### src/hw/rtl/psrs_pkg.sv
// ----------------------------------------------------------------------------
// psrs_pkg
// Shared constants for the power sum residue sieve search unit.
// ----------------------------------------------------------------------------
`default_nettype none

package psrs_pkg;

    localparam int NUM_MODULI_DEF = 4;
    localparam int MOD_BITS_DEF   = 16;
    localparam int MAX_BASE_DEF   = 255;
    localparam int MAX_POWER_DEF  = 31;

    localparam int BASE_W  = 8;
    localparam int POWER_W = 5;
    localparam int CFG_W   = 16;
    localparam int IDX_W   = 3;
    localparam int USE_W   = 3;
    localparam int ACT_W   = 2;
    localparam int REG_MOD_W = 16;

    // lowest exponent stored in the power tables
    localparam logic [POWER_W-1:0] FIRST_POWER = 5'd3;

    localparam logic [ACT_W-1:0] ACT_PREPARE = 2'd0;
    localparam logic [ACT_W-1:0] ACT_BEGIN   = 2'd1;
    localparam logic [ACT_W-1:0] ACT_NEXT    = 2'd2;

    localparam logic [IDX_W-1:0] REG_MAX_BASE      = 3'd0;
    localparam logic [IDX_W-1:0] REG_MAX_POWER     = 3'd1;
    localparam logic [IDX_W-1:0] REG_MODULUS_0     = 3'd2;
    localparam logic [IDX_W-1:0] REG_MODULUS_1     = 3'd3;
    localparam logic [IDX_W-1:0] REG_MODULUS_2     = 3'd4;
    localparam logic [IDX_W-1:0] REG_MODULUS_3     = 3'd5;
    localparam logic [IDX_W-1:0] REG_MODULI_IN_USE = 3'd6;

    localparam logic [BASE_W-1:0]  MAX_BASE_RST  = 8'd16;
    localparam logic [POWER_W-1:0] MAX_POWER_RST = 5'd8;
    localparam logic [USE_W-1:0]   IN_USE_RST    = 3'd1;

    localparam logic [REG_MOD_W-1:0] MOD_RST [4] = '{16'd65521, 16'd65519, 16'd65497, 16'd65479};

endpackage

`default_nettype wire

### src/hw/rtl/psrs_mulmod.sv
// ----------------------------------------------------------------------------
// psrs_mulmod
// Iterative (r * c) mod m: one multiply, then one restoring step a cycle.
// ----------------------------------------------------------------------------
`default_nettype none

module psrs_mulmod #(
    parameter int MOD_BITS = psrs_pkg::MOD_BITS_DEF
) (
    input  wire logic                        clk,
    input  wire logic                        rst_n,
    input  wire logic                        start,
    input  wire logic [MOD_BITS-1:0]         r,
    input  wire logic [psrs_pkg::BASE_W-1:0] c,
    input  wire logic [MOD_BITS-1:0]         m,
    output logic                             done,
    output logic [MOD_BITS-1:0]              res
);

    localparam int BW = psrs_pkg::BASE_W;
    localparam int RW = MOD_BITS + BW;
    localparam int KW = $clog2(BW);

    logic [RW-1:0] rem_reg;
    logic [MOD_BITS-1:0] m_reg;
    logic [KW-1:0] k_reg;
    logic run_reg;
    logic done_reg;
    logic [RW-1:0] shifted;

    // quotient is below 2^BW, so BW restoring steps leave the remainder
    assign shifted = {{BW{1'b0}}, m_reg} << k_reg;

    always_ff @(posedge clk or negedge rst_n)
    begin
        if (!rst_n)
        begin
            run_reg  <= 1'b0;
            done_reg <= 1'b0;
        end
        else
        begin
            done_reg <= 1'b0;
            if (start)
            begin
                run_reg <= 1'b1;
                k_reg   <= KW'(BW - 1);
                m_reg   <= m;
                rem_reg <= RW'(r) * RW'(c);
            end
            else if (run_reg)
            begin
                if (rem_reg >= shifted)
                begin
                    rem_reg <= rem_reg - shifted;
                end
                if (k_reg == '0)
                begin
                    run_reg  <= 1'b0;
                    done_reg <= 1'b1;
                end
                else
                begin
                    k_reg <= k_reg - KW'(1);
                end
            end
        end
    end

    assign done = done_reg;
    assign res  = rem_reg[MOD_BITS-1:0];

endmodule

`default_nettype wire
### config.mk
export PLATFORM = sky130hd
export DESIGN_NAME = psrs_mulmod
export DESIGN_NICKNAME = d
export VERILOG_FILES = /design/src/hw/rtl/psrs_pkg.sv /design/src/hw/rtl/psrs_mulmod.sv
export SDC_FILE = /design/constraint.sdc
export NUM_CORES = 1
export LEC_CHECK = 0
export BUFFER_PORTS_ARGS = -buffer_cell sky130_fd_sc_hd__buf_2
export CAP_MARGIN = 20
export CORE_ASPECT_RATIO = 0.8
export CORE_MARGIN = 8
export CORE_UTILIZATION = 30
export CTS_BUF_LIST = sky130_fd_sc_hd__clkbuf_8
export DETAILED_ROUTE_END_ITERATION = 16
export PLACE_DENSITY_LB_ADDON = 0.12
export SYNTH_ARGS = -nofsm -noshare
export SYNTH_HDL_FRONTEND = slang
export SYNTH_SLANG_ARGS = --single-unit
### constraint.sdc
create_clock -name clk -period 6.2 [get_ports clk]
set_input_delay 0.31 -clock clk [delete_from_list [all_inputs] [get_ports clk]]
set_output_delay 0.31 -clock clk [all_outputs]
set_load 0.01 [all_outputs]
# Word-level counts from Yosys, hierarchy flattened
# Index checks and enable logic that the tools add are counted.
# op_classes
addsub	2
muxes	11
shift	1
n_reduce_logical	5
order_cmp	1
multipliers	1
# op_table
operator	n
$mux W24	3
$ge A24 B24 Y1	1
$mul A16 B8 Y24	1
$shl A16 B3 Y24	1
$sub A24 B24 Y24	1
$mux W1	6
$mux W3	2
$reduce_bool A2 Y1	2
$logic_not A3 Y1	1
$reduce_and A3 Y1	1
$sub A3 B1 Y3 const B	1
$reduce_and A2 Y1	1
# word_totals
out_inout_bits	17
input_bits	43
elab_cells	26
register_bits	45

# Logic depth before layout (Yosys ltp)
# logic_depth
ltp_word	5
ltp_mapped	18
mapped_depth_nobuf	17

# Worst setup path after synthesis
# No wires, ideal clock.
# synth_path
path_type	register to register
from	reg k_reg[0]
to	reg rem_reg[0] (enable)
synth_period_minus_slack_ns	4.818
setup_slack_ns	1.382
setup_time_ns	0.438
t_arrival_ns	4.380
path_stages_with_launch	15
t_required_ns	5.762
path_cell_list	edfxtp_1 > clkbuf_1 > clkbuf_1 > mux2i_1 > a21oi_1 > mux2i_1 > ha_1 > clkbuf_2 > nand4_1 > or2_1 > o21bai_4 > a21oi_1 > o21a_1 > nor3_1 > o21ai_0
# synth_via
elab_chain_cells	4
# synth_lines
item	line	source
start: declaration	psrs_mulmod.sv:26	logic [KW-1:0] k_reg;
start signal: assignment	psrs_mulmod.sv:47	k_reg <= KW'(BW - 1);
start signal: assignment	psrs_mulmod.sv:64	k_reg <= k_reg - KW'(1);
$shl A16 B3 Y24	psrs_mulmod.sv:32	assign shifted = {{BW{1'b0}}, m_reg} << k_reg;
$ge A24 B24 Y1	psrs_mulmod.sv:53	if (rem_reg >= shifted)
$reduce_bool A2 Y1 (no source line)	--	
$reduce_and A3 Y1 (no source line)	--	
end signal: assignment	psrs_mulmod.sv:49	rem_reg <= RW'(r) * RW'(c);
end signal: assignment	psrs_mulmod.sv:55	rem_reg <= rem_reg - shifted;
end: declaration	psrs_mulmod.sv:24	logic [RW-1:0] rem_reg;
# No other way between the ends.
# A chain may end at the register's enable or synchronous reset.

# Worst setup path in the final report
# layout_path
from	in c[2] in the netlist's numbering
to	reg rem_reg[23], data pin
# layout_via
elab_chain_cells	2
# layout_lines
item	line	source
start: declaration	psrs_mulmod.sv:14	input wire logic [psrs_pkg::BASE_W-1:0] c,
$mul A16 B8 Y24	psrs_mulmod.sv:49	
$mux W24	psrs_mulmod.sv:44	if (start)
# No other way between the ends.

==> results.toml <==
[pwr]
p_leak_nw = 3.89
ir_drop_mv = 0.150
powerDensity_nw_per_um2 = 374

[synth]
ys.flop_type = "edfxtp_1"
ys_seq_area_frac = 0.171
syn_area_um2 = 7830
syn_area_per_cell_um2 = 9.06
synth_nets = 1061
yosysTopAreaCellShare = 0.217
synth.area.top_cells = "fa_1 (22%), edfxtp_1 (16%), ha_1 (11%)"
ys_warn_count = 0
syn_inst = 864
synth_edf_count = 43
synth.distinct_cells = 70
synthArstFlopShare = 0.0444
synth_area_leader_cell = "fa_1"
ys_ff_latch = 45

[setup_path]
start_kind = "input port"
max_stage_delay_ns = 0.51
critPathMostFrequentCell = "fa_1"
worst_setup_path_end_kind = "register"
cp_top_family = "adder cells"
cp_max_fo = 16
cp.required_ns = 6.28
path_cells = "buf_2 > and2_1 > fa_1 > fa_1 > fa_1 > inv_1 > fa_1 > inv_1 > ha_1 > and4_1 > a21oi_1 > a21boi_2 > a21oi_1 > a221oi_1 > mux2i_1 > nand3_1"
path_buf_inv = 3
path_class = "in -> reg"
crit_slowest_cell = "fa_1"
crit_arrival_ns = 4.79

[floorplan]
die_w_um = 197
initial_core_util = 0.301
pin_count = 60
num_rows = 53
die-height_um = 161
fp.dieArea_um2 = 31600
core_area_um2 = 26000

[layout]
area_delta_synth_final_pct = 7.57
postLayoutCellArea_um2 = 8420
regArea_um2 = 1340
multi_input_area_um2 = 5810
num_antenna_cells = 0
n_fill_cell = 2817
largest_reg_flops = 24
nets = 1080
fin_util = 0.324
drive_gt1_frac = 0.0984

[timing]
worst_pin_slew_ns = 0.942
period_share = 0.760
hold_slack_ns = 0.176
hold_viol_final = 0
report.final.slew_viol_count = 0
period_needed_ns = 4.71
setup_violations = 0
rsz0062_at_grt = "no"
max_freq_mhz = 212
fin_tns_setup_ns = 0
relSlewSlack = 0.372
finClkSkew_ns = 0.0206
layout_setup_ws_ns = 1.49

[clock_tree]
cts.sinks = 45
cts_tree = "built"
numCtsBuffers = 5
root_buffer = "clkbuf_8"
cts.reportedPaths.clkPinSlew_ns = 0.10
worstSkewPairLatency_ns = 0.32
htree_levels = 2
cts_buffer_depth = 2

[routing]
via_per_inst = 4.82
drtIter0Drc = 327
wirelength_um = 19700
vias = 5979
antenna_left = 0
drc = 0
drt_first_pass_iters = 5
wl_per_cell_um = 15.9

[hold_path]
hp-class = "in -> reg"

[global_routing]
grt_overflow = 0
grtUsageTotal = 0.131
grt_pass1_vias = 6367
grt_pass1_wl_um = 33600
grt_max_degree = 50
antenna_found_initial = 0

[placement]
hpwl_um = 16300
dpl_cell_area_um2 = 8330
preCtsSetupSlack_ns = 1.15
place.port_buffers = 59
gp_congestion = 0.766

[run_status]
outcome = "complete, no violations"

[run]
drv_cap = 0
==> worst reg2reg max path, cell delays in order (launching register included) <==
cell and delay [ns]:
edfxtp_1 0.97, inv_1 0.35, nand2_1 0.20, nor3_1 0.08, ha_1 0.26, fa_1 0.43
nor2b_1 0.19, o31a_1 0.24, o21bai_4 0.11, a21oi_1 0.19, o21a_1 0.17, nor3_1 0.09
o21ai_2 0.52, buf_4 0.36
==> placed cells by master, fill, tap and decap left out, drive strengths merged, types with 5 or more instances in the layout <==
cell type,Yosys,routed
inv,110,112
and2,111,111
fa,85,85
ha,69,69
buf,27,62
nand2,59,59
a21oi,47,47
edfxtp,43,43
nor2,34,34
mux2i,25,25
o21ai,24,24
a21o,21,21
nor3,14,14
nor2b,14,14
xor2,13,13
a211oi,13,13
nand3,12,12
xnor2,11,11
nand4,10,10
o21a,10,10
a31oi,7,7
o211ai,6,6
and4,6,6
clkbuf,24,5
a211o,5,5
o21bai,5,5
==> stage by stage <==
stage                     power, W  cells
after global routing       0.00356   1241
after floorplan            0.00245    864
after detailed placement   0.00299   1232
final                      0.00315   1241
after CTS                  0.00320   1241
after global placement     0.00302   1232
==> power by group <==
group	switching, W	internal (W)
clock	0.000115	0.0000770
combinational	0.00143	0.00100
sequential	0.0000560	0.000475
==> cells by family after synthesis <==
family | synth area share
buffers and inverters | 0.0871
AND/OR/NAND/NOR | 0.197
XOR/XNOR | 0.0268
flip-flops | 0.171
multiplexers | 0.0406
AO/OA/AOI/OAI | 0.150
adder cells (fa/ha/maj) | 0.328
==> cell type report <==
class | instances | area share
multi-input cells | 658 | 0.690
flip-flops and latches | 45 | 0.159
well taps | 357 | 0.0530
inverters | 110 | 0.0490
repair buffers | 63 | 0.0389
clock buffers | 5 | 0.00817
clock inverters | 3 | 0.00178
==> metal layers <==
layer / global-route usage / part of all wire / routed length [µm]
met2: 0.216 / 0.46 / 9080
met5: 0 / 0 / 0
met4: 0.0130 / 0.0039 / 76
met3: 0.0128 / 0.023 / 451
met1: 0.188 / 0.51 / 10100
==> synthesized netlist by cell type, types with 18 or more instances <==
master    instances
a21o_1           20
a21oi_1          45
and2_1          111
buf_4            18
clkbuf_1         22
edfxtp_1         43
fa_1             85
ha_1             69
inv_1           110
mux2i_1          25
nand2_1          59
nor2_1           33
o21ai_0          21
==> timing repair <==
| action | in CTS | in global routing |
|---|---|---|
| hold buffers | 1 | 0 |
| resized for setup | 0 | 0 |
| setup buffers | 0 | 0 |
| hold endpoints to repair | 2 | 0 |
==> worst paths after layout <==
kind                                        start  slack (ns)                     to  depth (start not counted)
max in group asynchronous                   rst_n        5.71         done$_DFF_PN0_                          2
min in group asynchronous                   rst_n        0.33      run_reg$_DFF_PN0_                          2
hold reg to reg                 run_reg$_DFF_PN0_        0.60         done$_DFF_PN0_                          1
hold / removal                              m[15]        0.18    m_reg[15]$_DFFE_PP_                          1
setup / recovery                             c[2]        1.49  rem_reg[23]$_DFFE_PP_                         16
setup reg to reg           k_reg[0]$_SDFFCE_PP1P_        1.73   rem_reg[7]$_DFFE_PP_                         13
No activity file was read; power rests on OpenSTA's default activity.
